$ cat config.mk
export PLATFORM = sky130hd
export DESIGN_NAME = bpi_ctrl
export DESIGN_NICKNAME = d
export VERILOG_FILES = /design/src/hdl/bpi_pkg.sv /design/src/hdl/bpi_ctrl.sv
export VERILOG_INCLUDE_DIRS = /design/src /design/src/hdl
export SDC_FILE = /design/constraint.sdc
export NUM_CORES = 1
export LEC_CHECK = 0
export BUFFER_PORTS_ARGS = -buffer_cell sky130_fd_sc_hd__buf_2
export CAP_MARGIN = 20
export CELL_PAD_IN_SITES_DETAIL_PLACEMENT = 0
export CELL_PAD_IN_SITES_GLOBAL_PLACEMENT = 1
export CORE_AREA = 2 2 39 41
export DETAILED_ROUTE_END_ITERATION = 10
export DIE_AREA = 0 0 41 43
export PLACE_DENSITY_LB_ADDON = 0.1
export SYNTH_ARGS = -nofsm -noshare
export SYNTH_HDL_FRONTEND = slang
export SYNTH_SLANG_ARGS = --single-unit
$ cat constraint.sdc
create_clock -name clk -period 1.3 [get_ports clk]
set_clock_uncertainty 0.2 [all_clocks]
set_input_delay 0.39 -clock clk [delete_from_list [all_inputs] [get_ports clk]]
set_output_delay 0.39 -clock clk [all_outputs]
set_load 0.02 [all_outputs]
$ cat src/hdl/bouncing_particle_integrator_assert.svh
// Assertion macros for the bouncing particle integrator.
// Define NO_ASSERTIONS to compile them away.
`ifndef BOUNCING_PARTICLE_INTEGRATOR_ASSERT_SVH
`define BOUNCING_PARTICLE_INTEGRATOR_ASSERT_SVH
`ifndef NO_ASSERTIONS
// Antecedent implies consequent in the same cycle
`define BPI_ASSERT_IMPLY(label, clk, rst, ante, cons) \
  label: assert property (@(posedge clk) disable iff (rst) (ante) |-> (cons)) \
    else $error("bpi: assertion failed");
// Antecedent implies consequent in the next cycle
`define BPI_ASSERT_NEXT(label, clk, rst, ante, cons) \
  label: assert property (@(posedge clk) disable iff (rst) (ante) |=> (cons)) \
    else $error("bpi: assertion failed");
`else
`define BPI_ASSERT_IMPLY(label, clk, rst, ante, cons)
`define BPI_ASSERT_NEXT(label, clk, rst, ante, cons)
`endif
`endif

$ cat src/hdl/bpi_pkg.sv
// Shared types, constants and helpers for the bouncing particle integrator.
// No dependencies.
`timescale 1ns / 1ps
package bpi_pkg;

  // Particle table
  localparam int PARTICLE_W = 4;
  localparam int PARTICLES  = 1 << PARTICLE_W;

  // Arithmetic widths
  localparam int WIDE_W = 44;
  localparam int PROD_W = 58;

  localparam logic signed [31:0] ONE_Q24     = 32'sd16777216;
  localparam logic signed [31:0] NEG_ONE_Q24 = -32'sd16777216;

  // Register map (word index)
  localparam logic [1:0] REG_FORCE_SCALE  = 2'd0;
  localparam logic [1:0] REG_DECAY_FACTOR = 2'd1;
  localparam logic [1:0] REG_BOUNCE       = 2'd2;

  localparam logic [23:0] FORCE_SCALE_RST  = 24'd1678;
  localparam logic [15:0] DECAY_FACTOR_RST = 16'd58982;
  localparam logic [15:0] BOUNCE_RST       = 16'd62259;

  typedef enum logic [1:0] {
    OP_FORCE   = 2'd0,
    OP_TICK    = 2'd1,
    OP_RELEASE = 2'd2,
    OP_NONE    = 2'd3
  } op_t;

  typedef enum logic [3:0] {
    S_IDLE,
    S_START,
    S_FADD,
    S_TMULV,
    S_TSUMV,
    S_TMOVE,
    S_TBOUNCE,
    S_WRITE
  } state_t;

  typedef enum logic [1:0] {
    MUL_FORCE,
    MUL_ACC,
    MUL_VEL,
    MUL_BOUNCE
  } mul_sel_t;

  typedef enum logic [2:0] {
    STEP_NONE,
    STEP_INIT,
    STEP_FORCE_ADD,
    STEP_DAMP_ACC,
    STEP_DAMP_VEL,
    STEP_MOVE,
    STEP_BOUNCE
  } step_t;

  typedef struct packed {
    logic     load;
    logic     mul_en;
    mul_sel_t mul_sel;
    step_t    step;
    logic     write;
  } cmd_t;

  typedef struct packed {
    op_t  op;
    logic active;
    logic out_free;
  } sts_t;

  typedef struct packed {
    logic [23:0] force_scale;
    logic [15:0] decay_factor;
    logic [15:0] bounce_factor;
  } cfg_t;

  typedef struct packed {
    logic [1:0]              operation;
    logic [PARTICLE_W-1:0]   particle;
    logic signed [15:0]      force_x;
    logic signed [15:0]      force_y;
    logic signed [15:0]      start_x;
    logic signed [15:0]      start_y;
  } item_t;

  typedef struct packed {
    logic               is_active;
    logic signed [31:0] pos_x;
    logic signed [31:0] pos_y;
    logic signed [31:0] vel_x;
    logic signed [31:0] vel_y;
    logic signed [31:0] acc_x;
    logic signed [31:0] acc_y;
  } result_t;

  // Saturate a wide signed value to the signed 32-bit range
  function automatic logic signed [31:0] sat32(input logic signed [WIDE_W-1:0] v);
    logic signed [31:0] r;
    if (v[WIDE_W-1:31] == {(WIDE_W-31){v[WIDE_W-1]}}) begin
      r = v[31:0];
    end else if (v[WIDE_W-1]) begin
      r = {1'b1, 31'd0};
    end else begin
      r = {1'b0, {31{1'b1}}};
    end
    return r;
  endfunction

endpackage

$ cat src/hdl/bpi_ctrl.sv
// Controller: sequences the datapath through force, tick and release words.
// Depends on bpi_pkg and the assertion macro header.
`timescale 1ns / 1ps
`include "bouncing_particle_integrator_assert.svh"
module bpi_ctrl (
  input  logic           clk,
  input  logic           rst,
  input  logic           req_valid,
  output logic           req_ready,
  input  bpi_pkg::sts_t  sts,
  output bpi_pkg::cmd_t  cmd
);

  bpi_pkg::state_t state;
  bpi_pkg::state_t state_next;

  // State register
  always_ff @(posedge clk) begin
    if (rst) begin
      state <= bpi_pkg::S_IDLE;
    end else begin
      state <= state_next;
    end
  end

  // Next state and commands
  always_comb begin
    state_next  = state;
    req_ready   = 1'b0;
    cmd.load    = 1'b0;
    cmd.mul_en  = 1'b0;
    cmd.mul_sel = bpi_pkg::MUL_FORCE;
    cmd.step    = bpi_pkg::STEP_NONE;
    cmd.write   = 1'b0;
    unique case (state)
      bpi_pkg::S_IDLE: begin
        req_ready = 1'b1;
        if (req_valid) begin
          cmd.load   = 1'b1;
          state_next = bpi_pkg::S_START;
        end
      end
      bpi_pkg::S_START: begin
        case (sts.op)
          bpi_pkg::OP_FORCE: begin
            cmd.step    = bpi_pkg::STEP_INIT;
            cmd.mul_en  = 1'b1;
            cmd.mul_sel = bpi_pkg::MUL_FORCE;
            state_next  = bpi_pkg::S_FADD;
          end
          bpi_pkg::OP_TICK: begin
            cmd.mul_en  = 1'b1;
            cmd.mul_sel = bpi_pkg::MUL_ACC;
            state_next  = sts.active ? bpi_pkg::S_TMULV : bpi_pkg::S_WRITE;
          end
          default: state_next = bpi_pkg::S_WRITE;
        endcase
      end
      bpi_pkg::S_FADD: begin
        cmd.step   = bpi_pkg::STEP_FORCE_ADD;
        state_next = bpi_pkg::S_WRITE;
      end
      bpi_pkg::S_TMULV: begin
        cmd.step    = bpi_pkg::STEP_DAMP_ACC;
        cmd.mul_en  = 1'b1;
        cmd.mul_sel = bpi_pkg::MUL_VEL;
        state_next  = bpi_pkg::S_TSUMV;
      end
      bpi_pkg::S_TSUMV: begin
        cmd.step   = bpi_pkg::STEP_DAMP_VEL;
        state_next = bpi_pkg::S_TMOVE;
      end
      bpi_pkg::S_TMOVE: begin
        // bounce product is taken from the new velocity alongside the move
        cmd.step    = bpi_pkg::STEP_MOVE;
        cmd.mul_en  = 1'b1;
        cmd.mul_sel = bpi_pkg::MUL_BOUNCE;
        state_next  = bpi_pkg::S_TBOUNCE;
      end
      bpi_pkg::S_TBOUNCE: begin
        cmd.step   = bpi_pkg::STEP_BOUNCE;
        state_next = bpi_pkg::S_WRITE;
      end
      bpi_pkg::S_WRITE: begin
        if (sts.out_free) begin
          cmd.write  = 1'b1;
          state_next = bpi_pkg::S_IDLE;
        end
      end
      default: state_next = bpi_pkg::S_IDLE;
    endcase
  end

  // Checks
  `BPI_ASSERT_IMPLY(a_write_room, clk, rst, cmd.write, sts.out_free)
  `BPI_ASSERT_NEXT(a_load_starts, clk, rst, cmd.load, state == bpi_pkg::S_START)
  `BPI_ASSERT_NEXT(a_write_idles, clk, rst, cmd.write, state == bpi_pkg::S_IDLE)
  `BPI_ASSERT_IMPLY(a_fadd_after_start, clk, rst, state == bpi_pkg::S_FADD, $past(state) == bpi_pkg::S_START)

endmodule

# Yosys cells after proc, flatten, opt, wreduce, memory -nomap -nowiden
# Index checks and enable logic that the tools add are counted.
dict set report totals {
  ramBits 0
  rom_bits 0
  n_memories 0
  latchBits 0
  ff_bits 4
  output_inout_bits 9
}
dict set report classes {
  multipliers 0
  reduce_logical 4
  n_lt_le_gt_ge 0
  shift 0
  n_addsub 0
  n_eq_ne 10
  div 0
  muxes 14
  n_bitwise 0
}
# cell count
set op_table {}
lappend op_table {{4-bit case mux with 7 select lines} 1}
lappend op_table {{3-bit case mux with 6 select lines} 1}
lappend op_table {{4-bit by 3-bit == test with 1-bit output, second input constant} 4}
lappend op_table {{3-bit case mux with 2 select lines} 2}
lappend op_table {{3-bit case mux with 3 select lines} 1}
lappend op_table {{4-bit by 2-bit == test with 1-bit output, second input constant} 2}
lappend op_table {{4-bit two-way mux} 2}
lappend op_table {{1-bit two-way mux} 6}
lappend op_table {{4-bit by 1-bit == test with 1-bit output, second input constant} 1}
lappend op_table {{4-bit logical NOT} 1}
lappend op_table {{2-bit inequality test, second input constant} 2}
lappend op_table {{3-bit two-way mux} 1}
lappend op_table {{2-bit by 1-bit == test with 1-bit output, second input constant} 1}
lappend op_table {{2-bit logical NOT} 1}
lappend op_table {{2-bit AND reduction} 1}
lappend op_table {{2-bit OR reduction} 1}

# Depth between registers and ports, before layout
dict set report logic_depth {
  depth_word 3
  ltp_mapped 4
  depth_no_buf 3
}

# Worst setup path before layout
# OpenSTA, ideal clock, no wires.
dict set report synth_timing {
  kind {register to output}
  start {register state[0]}
  end {output port cmd[4] (netlist bit)}
  path_stages_with_launch 3
  arrival_time_ps 1045
  slack_ps -335
  t_required_ps 710
  cell_sequence {dfxtp_1 buf_4 nor3b_1}
}
# item line_no
set synth_lines {}
lappend synth_lines {{start: declaration} bpi_ctrl.sv:14} ;# bpi_pkg::state_t state;
lappend synth_lines {{start signal: assignment} bpi_ctrl.sv:20} ;# state <= bpi_pkg::S_IDLE;
lappend synth_lines {{start signal: assignment} bpi_ctrl.sv:22} ;# state <= state_next;
lappend synth_lines {{end: declaration} bpi_ctrl.sv:11} ;# output bpi_pkg::cmd_t cmd

==> flow_summary.toml <==
[outcome]
outcome = "finished with violations"
violations = "negative setup slack"

[finish]
final_cell_count_no_fill = 76
layout-drive-gt1-share_pct = 83.3
largest_register_ffs = 3
fin_nets = 68
largest-register = "state"
area_delta_synth_final_pct = 130
antennaDiodeCount = 0
reg_top3 = "state x3"

[routing]
dr.pass1.iters = 4
top_layer_used = "met3"
met3WireLength_um = 30
wl_met1_um = 282
routed_via_density = 4.17
wl_um = 740
drc = 0
initialDrtViolationCount = 2
wl_per_cell_um = 9.74
wl_met2_um = 426
dr_total_vias = 317
ant_nets = 0

[grt]
grt-ovfl-total = 0
grt_pass1_vias = 322
grt_pass1_wl_mm = 1.23
grt_max_degree = 9
antenna_found_initial = 0
grt_usage_pct = 10.2

[clocking]
clk_pin_slew_ns = 0.04
cts_tree = "built"
htree_levels = 1
cts_hold_buf = 0
cts_inserted_buffers = 3
cts.sinks = 3
clk-insertion-delay-late_ns = 0.23
cts-root-buf = "clkbuf_4"
cts_buffer_depth = 2

[yosys]
synthSimpleGateAreaFrac_pct = 31.2
async_flop_share_pct = 0
syn_nets = 39
synth_xor_xnor_area_share_pct = 3.26
synth_fa_ha_area_share_pct = 0
synth_ff_type = "dfxtp_1"
synth-warning-count = 0
syn_area_um2 = 269
avgSynthCellArea_um2 = 8.41
syn-instance-count = 32
synth-compound-area-share_pct = 29.3
synth-edff-count = 0
synth_top_family_by_area = "simple AND/OR/NAND/NOR gates"
synth_mux_area_share_pct = 0
synthDistinctLibCells = 22
synth.yosys.seq_area_share_pct = 22.3
ys_ff_latch = 3

[timing]
fin_crit_ns = 1.71
drv_slew = 0
slew-limit-headroom_pct = 88.0
rsz0062_at_grt = "yes"
hold_viol_final = 0
tightest_slew_ns = 0.179
setup_violations = 9
fmax_mhz = 586
setup_ws_ns = -0.408
final.period_utilization_pct = 131
whs_ns = 0.166

[die]
core_um2 = 1380
die_h_um = 43
initial_core_util_pct = 19.4
ioPinCount = 16
die_area_um2 = 1760
rows = 14
fp.dieW_um = 41

[setup_path]
critical_path.cell_chain = "nor2_4 > o21ai_2 > nor2b_4 > buf_6"
setup.worst_path.start_class = "flop"
path_class = "flop to primary output"
cp_slowest_stage_delay_ns = 0.39
cp_slowest_cell = "dfxtp_4"
end_kind = "primary output"
worstPathMaxFanout = 8
rr_endpoint = "state[0]"
r2r_cells = 4
critPathArrivalTime_ns = 1.12
reg2reg_from = "state[2]"
rrSetupSlack_ns = 0
worstPathRequired_ns = 0.71

[run]
drv_cap = 0

[power]
p_per_area_nw_per_um2 = 1170
peakVddDrop_mv = 0.335
p_leak_nw = 0.289

[hold_path]
holdPathStages = 2
holdCritPathClass = "input port to flop"
hold_end = "state[0]"
hold_start = "rst"

[placed_design]
routabilityCongestion = 0.731
numPortBuffers = 15
place_inst = 67
dp_hpwl_um = 551
[power breakdown]
group	total [mW]	leakage (nW)	internal, mW	switching (mW)
Combinational	0.401	0.247	0.236	0.165
Clock	0.160	0.0150	0.115	0.0452
Sequential	0.161	0.0267	0.112	0.0492
Total	0.722	0.289	0.463	0.259
[worst max path at each step]
stage / from / to / slack [ns] / cells past startpoint
after floorplan: state[2] / cmd[7] / -0.27 / 3
after global placement: state[2] / cmd[1] / -0.33 / 4
after detailed placement: state[2] / cmd[1] / -0.37 / 4
after CTS: state[2] / cmd[7] / -0.42 / 3
after global routing: state[1] / cmd[7] / -0.47 / 3
final: state[2] / cmd[1] / -0.41 / 4
[Yosys cell counts (2+ instances only)]
cell type	instances	share of area, %
a21boi_0	2	5.6
a21oi_1	2	3.7
dfxtp_1	3	22
and2_1	2	4.7
buf_6	2	8.4
nor2b_1	2	4.7
o21ai_1	2	3.7
inv_1	2	2.8
nand2_1	2	2.8
[repair_timing]
item	4_1_cts	5_1_grt
buffers inserted	5	3
setup endpoints to repair	11	11
gates resized for setup	25	4
pin swaps	6	5
[logic make-up (layout without fill, tap and decap cells)]
group	after synthesis	after routing
compound gates	11	11
buf+inv	5	33
flops	3	3
xor+xnor	1	1
simple gates	12	12
[layer usage]
metal / track usage (%) / up-vias
li1: - / 167
met1: 9.94 / 140
met2: 18.1 / 10
met3: 2.09 / 0
met4: 6.00 / 0
met5: 0 / -
[layout by cell type, fill, tap and decap left out]
cell type,count
a211oi_2,1
a21boi_2,2
a21oi_2,1
a21oi_4,1
a221oi_2,1
a31oi_1,1
and2_4,2
buf_12,2
buf_2,6
buf_4,10
buf_6,9
clkbuf_1,1
clkbuf_4,3
dfxtp_4,3
inv_1,2
nand2_4,3
nand2b_1,1
nor2_4,2
nor2b_1,1
nor2b_4,1
nor3_4,1
nor3b_2,1
o21a_1,1
o21ai_1,1
o21ai_2,1
o21bai_1,1
xor2_1,1
[layout make-up]
type	count	area, um2
timing repair buffer	27	246
sequential	3	71.3
clock buffer	4	26.3
fill	139	764
multi-input combinational	24	248
tap	16	20.0
inverter	2	7.51
[critical path: cells and delay by family (launching register included)]
kind | cells | cell delay [ns]
and+or+nand+nor | 2 | 0.30
AOI/OAI and AO/OA | 1 | 0.08
buffers and inverters | 1 | 0.12
DFF | 1 | 0.39
[through the flow]
stage	TNS (ns)	instance area, um2	total power [mW]	utilization [%]	setup WS [ns]
2_1_floorplan	-0.782	325	0.356	-	-0.269
3_3_place_gp	-2.49	452	0.434	32.6	-0.328
3_5_place_dp	-2.66	452	0.436	32.6	-0.374
4_1_cts	-3.27	576	0.687	41.6	-0.424
5_1_grt	-3.60	619	0.774	44.8	-0.471
6_report	-3.11	619	0.722	44.8	-0.408
No activity file was read; power rests on OpenSTA's default activity.
