<file path="config.mk">
export PLATFORM = sky130hd
export DESIGN_NAME = bpi_cfg
export DESIGN_NICKNAME = d
export VERILOG_FILES = /design/src/hdl/bouncing_particle_integrator_assert.svh /design/src/hdl/bpi_pkg.sv /design/src/hdl/bpi_cfg.sv
export SDC_FILE = /design/constraint.sdc
export NUM_CORES = 1
export LEC_CHECK = 0
export BUFFER_PORTS_ARGS = -buffer_cell sky130_fd_sc_hd__buf_2
export CORE_MARGIN = 5
export CORE_UTILIZATION = 49
export DETAILED_ROUTE_END_ITERATION = 8
export PLACE_DENSITY = 0.88
export SLEW_MARGIN = 20
export SYNTH_ARGS = -nofsm -noshare
export SYNTH_HDL_FRONTEND = slang
export SYNTH_SLANG_ARGS = --single-unit
</file>
<file path="constraint.sdc">
create_clock -name clk -period 2.8 [get_ports clk]
set_clock_uncertainty 0.2 [all_clocks]
set_input_delay 0 -clock clk [delete_from_list [all_inputs] [get_ports clk]]
set_output_delay 0 -clock clk [all_outputs]
set_load 0.05 [all_outputs]
</file>
<file path="src/hdl/bouncing_particle_integrator_assert.svh">
// Assertion macros for the bouncing particle integrator.
// Define NO_ASSERTIONS to compile them away.
`ifndef BOUNCING_PARTICLE_INTEGRATOR_ASSERT_SVH
`define BOUNCING_PARTICLE_INTEGRATOR_ASSERT_SVH
`ifndef NO_ASSERTIONS
// Antecedent implies consequent in the same cycle
`define BPI_ASSERT_IMPLY(label, clk, rst, ante, cons) \
  label: assert property (@(posedge clk) disable iff (rst) (ante) |-> (cons)) \
    else $error("bpi: assertion failed");
// Antecedent implies consequent in the next cycle
`define BPI_ASSERT_NEXT(label, clk, rst, ante, cons) \
  label: assert property (@(posedge clk) disable iff (rst) (ante) |=> (cons)) \
    else $error("bpi: assertion failed");
`else
`define BPI_ASSERT_IMPLY(label, clk, rst, ante, cons)
`define BPI_ASSERT_NEXT(label, clk, rst, ante, cons)
`endif
`endif

</file>
<file path="src/hdl/bpi_pkg.sv">
// Shared types, constants and helpers for the bouncing particle integrator.
// No dependencies.
`timescale 1ns / 1ps
package bpi_pkg;

  // Particle table
  localparam int PARTICLE_W = 4;
  localparam int PARTICLES  = 1 << PARTICLE_W;

  // Arithmetic widths
  localparam int WIDE_W = 44;
  localparam int PROD_W = 58;

  localparam logic signed [31:0] ONE_Q24     = 32'sd16777216;
  localparam logic signed [31:0] NEG_ONE_Q24 = -32'sd16777216;

  // Register map (word index)
  localparam logic [1:0] REG_FORCE_SCALE  = 2'd0;
  localparam logic [1:0] REG_DECAY_FACTOR = 2'd1;
  localparam logic [1:0] REG_BOUNCE       = 2'd2;

  localparam logic [23:0] FORCE_SCALE_RST  = 24'd1678;
  localparam logic [15:0] DECAY_FACTOR_RST = 16'd58982;
  localparam logic [15:0] BOUNCE_RST       = 16'd62259;

  typedef enum logic [1:0] {
    OP_FORCE   = 2'd0,
    OP_TICK    = 2'd1,
    OP_RELEASE = 2'd2,
    OP_NONE    = 2'd3
  } op_t;

  typedef enum logic [3:0] {
    S_IDLE,
    S_START,
    S_FADD,
    S_TMULV,
    S_TSUMV,
    S_TMOVE,
    S_TBOUNCE,
    S_WRITE
  } state_t;

  typedef enum logic [1:0] {
    MUL_FORCE,
    MUL_ACC,
    MUL_VEL,
    MUL_BOUNCE
  } mul_sel_t;

  typedef enum logic [2:0] {
    STEP_NONE,
    STEP_INIT,
    STEP_FORCE_ADD,
    STEP_DAMP_ACC,
    STEP_DAMP_VEL,
    STEP_MOVE,
    STEP_BOUNCE
  } step_t;

  typedef struct packed {
    logic     load;
    logic     mul_en;
    mul_sel_t mul_sel;
    step_t    step;
    logic     write;
  } cmd_t;

  typedef struct packed {
    op_t  op;
    logic active;
    logic out_free;
  } sts_t;

  typedef struct packed {
    logic [23:0] force_scale;
    logic [15:0] decay_factor;
    logic [15:0] bounce_factor;
  } cfg_t;

  typedef struct packed {
    logic [1:0]              operation;
    logic [PARTICLE_W-1:0]   particle;
    logic signed [15:0]      force_x;
    logic signed [15:0]      force_y;
    logic signed [15:0]      start_x;
    logic signed [15:0]      start_y;
  } item_t;

  typedef struct packed {
    logic               is_active;
    logic signed [31:0] pos_x;
    logic signed [31:0] pos_y;
    logic signed [31:0] vel_x;
    logic signed [31:0] vel_y;
    logic signed [31:0] acc_x;
    logic signed [31:0] acc_y;
  } result_t;

  // Saturate a wide signed value to the signed 32-bit range
  function automatic logic signed [31:0] sat32(input logic signed [WIDE_W-1:0] v);
    logic signed [31:0] r;
    if (v[WIDE_W-1:31] == {(WIDE_W-31){v[WIDE_W-1]}}) begin
      r = v[31:0];
    end else if (v[WIDE_W-1]) begin
      r = {1'b1, 31'd0};
    end else begin
      r = {1'b0, {31{1'b1}}};
    end
    return r;
  endfunction

endpackage

</file>
<file path="src/hdl/bpi_cfg.sv">
// APB register block: force scale, decay factor and bounce factor.
// Depends on bpi_pkg.
`timescale 1ns / 1ps
module bpi_cfg (
  input  logic                clk,
  input  logic                rst,
  input  logic                psel,
  input  logic                penable,
  input  logic                pwrite,
  input  logic [3:0]          paddr,
  input  logic [31:0]         pwdata,
  output logic [31:0]         prdata,
  output logic                pready,
  output bpi_pkg::cfg_t       cfg
);

  logic wr_en;

  assign pready = 1'b1;
  assign wr_en  = psel && penable && pwrite;

  // Register writes
  always_ff @(posedge clk) begin
    if (rst) begin
      cfg.force_scale   <= bpi_pkg::FORCE_SCALE_RST;
      cfg.decay_factor  <= bpi_pkg::DECAY_FACTOR_RST;
      cfg.bounce_factor <= bpi_pkg::BOUNCE_RST;
    end else if (wr_en) begin
      unique case (paddr[3:2])
        bpi_pkg::REG_FORCE_SCALE:  cfg.force_scale   <= pwdata[23:0];
        bpi_pkg::REG_DECAY_FACTOR: cfg.decay_factor  <= pwdata[15:0];
        bpi_pkg::REG_BOUNCE:       cfg.bounce_factor <= pwdata[15:0];
        default: ;
      endcase
    end
  end

  // Read-back
  always_comb begin
    unique case (paddr[3:2])
      bpi_pkg::REG_FORCE_SCALE:  prdata = {8'd0, cfg.force_scale};
      bpi_pkg::REG_DECAY_FACTOR: prdata = {16'd0, cfg.decay_factor};
      bpi_pkg::REG_BOUNCE:       prdata = {16'd0, cfg.bounce_factor};
      default:                   prdata = 32'd0;
    endcase
  end

endmodule

</file>
## Word level (Yosys, flattened, before mapping)

Cells that the tools add are included.

- Eq/ne operators: 2
- Muxes and demuxes: 1
- Reductions and logical operators: 6

Operator list:

| cell | count |
|---|---|
| 24-bit case mux with 3 select lines | 1 |
| 2-bit AND reduction | 3 |
| 2-bit by 1-bit == test with 1-bit output (second input constant) | 1 |
| 2-bit == test (second input constant) | 1 |
| 1-bit logical AND | 2 |
| 2-bit logical NOT | 1 |

- Register bits after elaboration: 56
- Output and inout bits: 89
- Logic and storage cells: 12

## Logic depth before layout (Yosys ltp)

Gate-level depths: netlist of run 1.

- Depth after elaboration: 3
- Gate-level depth with buffers: 5
- Depth with buffers taken out: 3

## Worst setup path before layout of run 1

OpenSTA, ideal clock, no wires.

- Kind: register to output
- Start: reg cfg[16] (netlist name)
- End: out prdata[0]
- Arrival: 1.871 ns
- Setup slack: 0.729 ns
- Cell stages (with the launch flop): 3
- Path buffers: 0
- Cells stage by stage: dfxtp_1 > mux2i_1 > o21ai_0

- Word-level cells in the longest chain between the ends: 1

Ends and longest elaborated chain:

| what | RTL line | RTL |
|---|---|---|
| from (decl) | bpi_cfg.sv:14 | `output bpi_pkg::cfg_t cfg` |
| 24-bit case mux with 3 select lines | bpi_cfg.sv:40 | `unique case (paddr[3:2])` |
| to (decl) | bpi_cfg.sv:12 | `output logic [31:0] prdata,` |

Every way passes these cells.

## Worst setup path after layout of run 1

- Start: in paddr[3]
- End: reg cfg[5] (netlist name)

- Word-level cells in the longest chain between the ends: 2

Ends and longest elaborated chain:

| what | RTL line | RTL |
|---|---|---|
| from (decl) | bpi_cfg.sv:10 | `input logic [3:0] paddr,` |
| 2-bit == test | bpi_cfg.sv:29 | `unique case (paddr[3:2])` |
| 2-bit AND reduction (no source line) | n/a |  |

Every way passes these cells.
A chain may end at the register's enable or synchronous reset.

==> results of run 1 <==
## worst paths after layout
| path | from | endpoint | slack, ns |
|---|---|---|---|
| worst max register to register | cfg[54] | cfg[54] | 1.93 |
| worst min-delay path | penable | cfg[4] | 0.02 |
| worst min register to register | cfg[46] | cfg[46] | 0.29 |
| worst max-delay path | paddr[3] | cfg[5] | 0.94 |
## layout make-up
class,count,area share (%)
Clock inverter,2,0.447
Clock buffer,6,1.99
Tap cell,72,2.47
Multi-Input combinational cell,222,41.4
Timing Repair Buffer,138,22.9
Sequential cell,56,30.8
## worst min-delay path, cell delays in order
cell	delay [ns]
buf_2	0.11
nand3_2	0.13
nor3b_4	0.11
mux2i_1	0.12
## Yosys cell counts
cell	number
mux2i_1	72
dfxtp_1	56
nand2b_1	53
nor2_1	41
nand2_1	16
o21ai_0	16
buf_4	14
clkbuf_1	12
and2_1	8
buf_2	3
conb_1	2
buf_6	1
nand3_2	1
nand4_1	1
nor2b_1	1
nor3_4	1
nor3b_1	1
nor3b_4	1
or3b_1	1
## stage by stage
step / total power [mW] / instance area (sq um) / utilization (%)
floorplan: 1.05 / 2800 / -
global placement: 1.11 / 3310 / 60.2
detailed placement: 1.12 / 3310 / 60.2
CTS: 1.57 / 3640 / 66.1
global route: 1.63 / 3640 / 66.1
finish: 1.55 / 3640 / 66.1
## per-layer routing
| metal | up-vias | track usage [%] | wire length, microns |
|---|---|---|---|
| met5 | - | 0 | 0 |
| met4 | 0 | 8.49 | 207 |
| met3 | 17 | 3.20 | 469 |
| met2 | 99 | 35.5 | 3740 |
| met1 | 1129 | 23.4 | 2900 |
| li1 | 1208 | - | - |
## cells by family after synthesis
group	count (synthesis)	share of synthesized area [%]
other	2	0.271
muxes	72	26.0
buffers and inverters	30	6.36
and+or+nand+nor	125	24.1
DFF	56	40.4
AOI/OAI and AO/OA	16	2.89
## power by group through the flow
| stage | Clock, mW | Sequential (mW) | Combinational [mW] |
|---|---|---|---|
| finish | 0.430 | 0.815 | 0.309 |
| global route | 0.482 | 0.816 | 0.330 |
| CTS | 0.445 | 0.815 | 0.309 |
| global placement | 0 | 0.832 | 0.278 |
| detailed placement | 0 | 0.833 | 0.282 |
| floorplan | 0 | 0.868 | 0.186 |
==> flow_summary.json, run 1 <==
{
  "cts_resized": 0,
  "dp_slack_ns": 0.627,
  "nets": 464,
  "intPower_mw": 1.09,
  "die-width_microns": 85.3,
  "n_antenna_cell": 0,
  "clk_pin_slew_ns": 0.10,
  "core_sq_mm": 0.00551,
  "synth_seq_cells": 56,
  "stdcell_count": 496,
  "multi_input_area_sq_mm": 0.00151,
  "ys_warn_count": 0,
  "pwr-share-seq_pct": 52.4,
  "yosysTopAreaCellShare_pct": 40.4,
  "largest_reg_flops": 56,
  "yosysTopAreaCell": "dfxtp_1",
  "crit_chain": "buf_2 > nor2b_1 > buf_4 > nand4_1 > mux2i_1",
  "die_h_microns": 85.3,
  "wl_microns": 7320,
  "power.share.combinational_pct": 19.9,
  "grt_pass1_vias": 2423,
  "antenna_found_initial": 0,
  "critPathMaxStageDelay_ns": 0.68,
  "regArea_sq_mm": 0.00112,
  "whs_path_depth": 4,
  "dp_cells": 464,
  "htreeDepth": 2,
  "cts_sinks": 56,
  "hold_path_class": "in -> reg",
  "dieArea_sq_mm": 0.00727,
  "grt_pass1_wl_microns": 11700,
  "clockRootBuffer": "clkbuf_8",
  "regMostFlops": "cfg",
  "avgSynthCellArea_sq_um": 9.22,
  "cts_setup_buffers": 0,
  "finalCritPeriodShare_pct": 66.6,
  "worst_pin_slew_ns": 0.881,
  "drive_gt1_share_pct": 29.5,
  "hold_viol_final": 0,
  "crit_required_ns": 2.82,
  "vdd_drop_max_mv": 0.267,
  "path_buf_inv": 2,
  "rows": 27,
  "status": "complete, no violations",
  "io_pins": 130,
  "wl_per_cell_microns": 14.8,
  "finalSetupTns_ns": 0,
  "drc": 0,
  "crit_cells": 5,
  "tritoncts": "built",
  "fin_crit_ns": 1.86,
  "powerDensity_mw_per_mm2": 427,
  "initial_utilization_pct": 50.4,
  "dr.pass1.iters": 4,
  "clockBufferDepth": 2,
  "portBuffers": 110,
  "arrival_ns": 1.88,
  "netlist_top_cells_area": "dfxtp_1, mux2i_1, nand2b_1, nor2_1, buf_4",
  "setup_viol": 0,
  "fmax_mhz": 537,
  "holdWs_ns": 0.0163,
  "grt_start_max_net_pins": 50,
  "vias": 2453,
  "power.leakage_nw": 1.70,
  "synth_cell_types": 19,
  "switching_power_mw": 0.468,
  "synth_area_sq_mm": 0.00278,
  "final_common_cell": "buf_2",
  "swShare_pct": 30.1,
  "critPathTopFamily": "simple AND/OR/NAND/NOR gates",
  "rsz0062_at_grt": "no",
  "relSlewSlack_pct": 41.0,
  "layout_common_cells": "buf_2, mux2i_1, dfxtp_1",
  "syn_inst": 301,
  "cap_violations": 0,
  "area_delta_synth_final_pct": 31.2,
  "cts_buffers": 5,
  "end_kind": "flop",
  "reg2regPathDepth": 2,
  "clk_latency_ns": 0.30,
  "hpwlAfterDp_microns": 5000,
  "ys_seq_area_share_pct": 40.4,
  "grt.total_usage_pct": 19.9,
  "drv_slew": 0,
  "slowest_stage": "nand4_1",
  "ant_nets": 0,
  "cp-start-kind": "input port",
  "n_fill_cell": 445,
  "cts_hold_buf": 24,
  "drt_iter0_drc": 94,
  "clkPwrFrac_pct": 27.7,
  "worstSetupPathType": "in -> reg",
  "reg_top3": "cfg: 56 flops",
  "overflow": 0,
  "setup_slack_ns": 0.936,
  "vias_per_cell": 4.95,
  "gp_congestion": 0.767,
  "cp_max_fo": 22
}
(Power assumes the default switching activity.)
==> inputs of run 2 (changes only) <==
--- a/config.mk
+++ b/config.mk
@@ -7,9 +7,9 @@
 export LEC_CHECK = 0
 export BUFFER_PORTS_ARGS = -buffer_cell sky130_fd_sc_hd__buf_2
 export CORE_MARGIN = 5
-export CORE_UTILIZATION = 49
+export CORE_UTILIZATION = 47
 export DETAILED_ROUTE_END_ITERATION = 8
-export PLACE_DENSITY = 0.88
+export PLACE_DENSITY = 0.85
 export SLEW_MARGIN = 20
 export SYNTH_ARGS = -nofsm -noshare
 export SYNTH_HDL_FRONTEND = slang
==> constraint.sdc (replaced) <==
create_clock -name clk -period 1.9 [get_ports clk]
set_clock_uncertainty 0.2 [all_clocks]
set_input_delay 0 -clock clk [delete_from_list [all_inputs] [get_ports clk]]
set_output_delay 0 -clock clk [all_outputs]
set_load 0.05 [all_outputs]
==> run 2 against run 1 <==
Sequential power rose by 47%. Hold slack better by 0.014 ns. Global-route usage is 0.38 points lower. Setup slack worse by 0.65 ns. Register-to-register slack lost 0.89 ns. Die area increased by 3.8%. Via count increased by 0.29%. Wire length decreased by 1.2%. Sequential cell count stayed put. Count of clock-buffer cells in the layout decreased by 1. Combinational power up 51%. Non-clock buffer count rose by 5. Largest cell class unchanged.
==> flow_summary.json, run 2 (same netlist as run 1, synthesis figures left out) <==
{
  "wl_per_cell_microns": 14.4,
  "critPathMaxStageDelay_ns": 0.40,
  "worstSetupPathType": "in -> out",
  "drc": 0,
  "largest_reg_flops": 56,
  "reg2regPathDepth": 2,
  "drive_gt1_share_pct": 30.3,
  "hold_viol_final": 0,
  "dieArea_sq_mm": 0.00754,
  "cp-start-kind": "input port",
  "io_pins": 130,
  "whs_path_depth": 4,
  "grt_start_max_net_pins": 94,
  "htreeDepth": 2,
  "core_sq_mm": 0.00582,
  "cp_max_fo": 14,
  "worstHoldStart": "penable",
  "grt.total_usage_pct": 19.5,
  "clockBufferDepth": 2,
  "overflow": 0,
  "layout_common_cells": "buf_2, mux2i_1, dfxtp_1",
  "cts_sinks": 56,
  "reg2reg_setup_slack_ns": 1.04,
  "fmax_mhz": 619,
  "holdWs_ns": 0.0303,
  "drt_iter0_drc": 107,
  "critPathLaunch": "paddr[3]",
  "final_common_cell": "buf_2",
  "fin_crit_ns": 1.62,
  "reg2reg_from": "cfg[17]",
  "tritoncts": "built",
  "antenna_found_initial": 0,
  "cap_violations": 0,
  "clk_pin_slew_ns": 0.09,
  "slowest_stage": "nor2b_2",
  "portBuffers": 110,
  "crit_chain": "buf_2 > nor2b_2 > buf_4 > nand2_1 > o21ai_1 > buf_2",
  "finalCritPeriodShare_pct": 85.1,
  "dr.pass1.iters": 4,
  "dp_cells": 472,
  "area_delta_synth_final_pct": 32.1,
  "vias": 2460,
  "finalSetupTns_ns": 0,
  "hpwlAfterDp_microns": 5020,
  "ant_nets": 0,
  "rsz0062_at_grt": "no",
  "hold_end": "cfg[2]",
  "cts_setup_buffers": 0,
  "crit_top_cell": "buf_2",
  "rows": 28,
  "power.leakage_nw": 1.72,
  "status": "complete, no violations",
  "end_kind": "primary output",
  "clockRootBuffer": "clkbuf_8",
  "hold_path_class": "in -> reg",
  "relSlewSlack_pct": 62.2,
  "clk_latency_ns": 0.29,
  "nets": 469,
  "stdcell_count": 501,
  "die_h_microns": 86.8,
  "vias_per_cell": 4.91,
  "postLayoutCellArea_sq_mm": 0.00367,
  "cts_buffers": 5,
  "rr_endpoint": "cfg[17]",
  "grt_pass1_wl_microns": 11700,
  "dp_slack_ns": 0.296,
  "setup_slack_ns": 0.284,
  "setup_viol": 0,
  "grt_pass1_vias": 2424,
  "critPathTopFamily": "buffers and inverters",
  "regMostFlops": "cfg",
  "reg_top3": "cfg: 56 flops",
  "crit_required_ns": 1.70,
  "vdd_drop_max_mv": 0.416,
  "die-width_microns": 86.8,
  "initial_utilization_pct": 47.7,
  "powerDensity_mw_per_mm2": 613,
  "wl_microns": 7240,
  "worst_pin_slew_ns": 0.568,
  "gp_congestion": 0.753,
  "n_antenna_cell": 0,
  "path_buf_inv": 3,
  "arrival_ns": 1.42,
  "placed_cell_area_sq_mm": 0.00336,
  "drv_slew": 0
}
[run 2: worst register-to-register path, stage by stage (launching register included)]
cell     delay (ns)
dfxtp_1        0.35
nor2_1         0.11
mux2i_1        0.08
[run 2: worst max-delay path by stage]
| stage | end | slack [ns] | depth (start not counted) |
|---|---|---|---|
| finish | prdata[15] | 0.28 | 6 |
| global route | prdata[15] | 0.14 | 6 |
| CTS | prdata[1] | 0.29 | 6 |
| detailed placement | prdata[1] | 0.30 | 6 |
| global placement | prdata[1] | 0.30 | 6 |
| floorplan | prdata[0] | 0.20 | 2 |
[run 2: routing by layer]
layer	share of wire, %	up-vias	GRT usage [%]
met5	0	-	0
met4	1.4	0	5.24
met3	4.7	11	3.42
met2	54	64	37.8
met1	40	1169	21.5
li1	-	1216	-
[run 2: final cells by class]
type	instances	area, sq um
tap	75	93.8
clock buffer	5	68.8
sequential	56	1120
fill	534	2150
multi-input combinational	222	1510
timing repair buffer	143	871
[run 2: power breakdown]
part,total (mW),switching (mW),leakage [nW],internal (mW)
logic,0.467,0.312,1.23,0.155
clock network,0.581,0.342,0.0359,0.239
registers,1.20,0.0114,0.453,1.19
total,2.25,0.665,1.72,1.58
[run 2: stage by stage]
step	power (mW)	util (%)
finish	2.25	63.0
global route	2.33	63.0
CTS	2.26	63.0
detailed placement	1.65	57.7
global placement	1.65	57.7
floorplan	1.56	-
[run 2: what timing repair did]
action	4_1_cts	5_1_grt
endpoints found under the setup margin	0	0
resized for setup	0	0
endpoints found under the hold margin	56	0
hold buffers	24	0
==> inputs of run 3 (changes only) <==
--- a/config.mk
+++ b/config.mk
@@ -6,7 +6,7 @@
 export NUM_CORES = 1
 export LEC_CHECK = 0
 export BUFFER_PORTS_ARGS = -buffer_cell sky130_fd_sc_hd__buf_2
-export CORE_MARGIN = 5
+export CORE_MARGIN = 3
 export CORE_UTILIZATION = 47
 export DETAILED_ROUTE_END_ITERATION = 8
 export PLACE_DENSITY = 0.85
==> constraint.sdc (replaced) <==
create_clock -name clk -period 1.9 [get_ports clk]
set_clock_uncertainty 0.2 [all_clocks]
set_input_delay 0.095 -clock clk [delete_from_list [all_inputs] [get_ports clk]]
set_output_delay 0.095 -clock clk [all_outputs]
set_load 0.05 [all_outputs]
==> run 3 against run 2 <==
Design area rose by 1.5%. Largest cell class unchanged. Wire length barely moved. Global-route usage rose by 1.5 points. First-iteration DRC count rose by 15%. Largest power group unchanged. Non-clock buffer count did not move. Core utilization rose by 3.3 points. Sequential cell count did not move. Hold slack improved by 0.044 ns. Final cell count did not move. Setup slack got worse by 0.014 ns. Fmax fell by 0.85%. Register-to-register slack barely moved.
==> flow_summary.json, run 3 (same netlist as run 1, synthesis figures left out) <==
{
  "cp-start-kind": "input port",
  "clockBufferDepth": 2,
  "fmax_mhz": 614,
  "swShare_pct": 28.2,
  "power.leakage_nw": 1.75,
  "clockRootBuffer": "clkbuf_8",
  "relSlewSlack_pct": 63.0,
  "largest_reg_flops": 56,
  "vdd_drop_max_mv": 0.393,
  "rows": 27,
  "finalCritPeriodShare_pct": 85.8,
  "wl_per_cell_microns": 14.4,
  "power.share.combinational_pct": 18.4,
  "hpwlAfterDp_microns": 4900,
  "io_pins": 130,
  "worstSetupPathType": "in -> out",
  "drv_slew": 0,
  "dieArea_sq_mm": 0.00686,
  "arrival_ns": 1.33,
  "crit_chain": "buf_2 > nor2b_2 > buf_4 > nand2_1 > o21ai_1 > buf_2",
  "critPathTopFamily": "buffers and inverters",
  "switching_power_mw": 0.710,
  "area_delta_synth_final_pct": 34.0,
  "clk_latency_ns": 0.31,
  "grt_pass1_vias": 2447,
  "regMostFlops": "cfg",
  "drc": 0,
  "nets": 469,
  "n_fill_cell": 463,
  "cts_buffers": 5,
  "cts_sinks": 56,
  "layout_common_cells": "buf_2, mux2i_1, dfxtp_1",
  "ant_nets": 0,
  "antenna_found_initial": 0,
  "powerDensity_mw_per_mm2": 677,
  "clkPwrFrac_pct": 33.9,
  "slowest_stage": "buf_2",
  "stdcell_count": 501,
  "die_h_microns": 82.8,
  "vias_per_cell": 4.97,
  "tritoncts": "built",
  "status": "complete, no violations",
  "dp_cells": 469,
  "end_kind": "primary output",
  "dr.pass1.iters": 4,
  "cts_hold_buf": 24,
  "path_buf_inv": 3,
  "vias": 2490,
  "cts_resized": 0,
  "finalSetupTns_ns": 0,
  "pwr-share-seq_pct": 47.7,
  "clk_pin_slew_ns": 0.10,
  "setup_viol": 0,
  "cts_setup_buffers": 0,
  "wl_microns": 7240,
  "gp_congestion": 0.768,
  "grt.total_usage_pct": 21.0,
  "final_common_cell": "buf_2",
  "n_antenna_cell": 0,
  "hold_viol_final": 0,
  "hold_path_class": "in -> reg",
  "reg_top3": "cfg: 56 flops",
  "crit_required_ns": 1.60,
  "drt_iter0_drc": 123,
  "htreeDepth": 2,
  "overflow": 0,
  "cap_violations": 0,
  "initial_utilization_pct": 49.5,
  "intPower_mw": 1.81,
  "core_sq_mm": 0.00561,
  "fin_crit_ns": 1.63,
  "die-width_microns": 82.8,
  "grt_pass1_wl_microns": 11800,
  "drive_gt1_share_pct": 30.8,
  "crit_top_cell": "buf_2",
  "portBuffers": 110,
  "grt_start_max_net_pins": 94,
  "rsz0062_at_grt": "no",
  "cp_max_fo": 17,
  "worst_pin_slew_ns": 0.555,
  "critPathMaxStageDelay_ns": 0.32
}
## run 3: changes by cell type in the layout (fill, tap and decap cells not counted)
cell,change
bufinv_16,+1
clkbuf_8,+2
## run 3: final timing paths
kind         depth (start not counted)  startpoint   endpoint  slack, ns
min                                  4     penable    cfg[31]       0.07
max                                  6    paddr[3]  prdata[9]       0.27
min reg2reg                          2     cfg[52]    cfg[52]       0.29
max reg2reg                          2     cfg[32]    cfg[32]       1.03
## run 3: area by class of cell
class / instances / area, sq um / share of cell area, %
well taps: 72 / 90.1 / 2.42
repair buffers: 143 / 871 / 23.4
clock inverters: 1 / 30.0 / 0.807
multi-input cells: 222 / 1510 / 40.6
flip-flops and latches: 56 / 1120 / 30.1
clock buffers: 7 / 96.3 / 2.59
## run 3: power by group through the flow
| stage | sequential, mW | combinational (mW) | clock (mW) |
|---|---|---|---|
| 6_report | 1.20 | 0.464 | 0.855 |
| 3_5_place_dp | 1.23 | 0.424 | 0 |
| 5_1_grt | 1.20 | 0.493 | 0.912 |
| 2_1_floorplan | 1.28 | 0.278 | 0 |
| 4_1_cts | 1.20 | 0.463 | 0.865 |
| 3_3_place_gp | 1.23 | 0.418 | 0 |
## run 3: through the flow
| stage | hold slack (ns) | cell area (sq um) | total power [mW] | setup WS, ns | util (%) |
|---|---|---|---|---|---|
| finish | 0.0746 | 3720 | 2.52 | 0.270 | 66.3 |
| global route | 0.0869 | 3720 | 2.61 | 0.174 | 66.3 |
| CTS | 0.0784 | 3720 | 2.53 | 0.262 | 66.3 |
| detailed placement | 0.168 | 3350 | 1.65 | 0.214 | 59.8 |
| global placement | 0.158 | 3350 | 1.64 | 0.226 | 59.8 |
| floorplan | 0.0503 | 2800 | 1.56 | 0.103 | - |
## run 3: routing by layer
layer / wire, microns / vias to the layer above / track usage [%]
met2: 3780 / 81 / 38.3
met3: 348 / 14 / 3.37
li1: - / 1223 / -
met1: 2940 / 1172 / 23.8
met4: 163 / 0 / 9.66
met5: 0 / - / 0
## run 3: worst register-to-register path, stage by stage (launching register included)
cell and delay, ns:
dfxtp_1 0.39, nand2b_1 0.08, mux2i_1 0.13
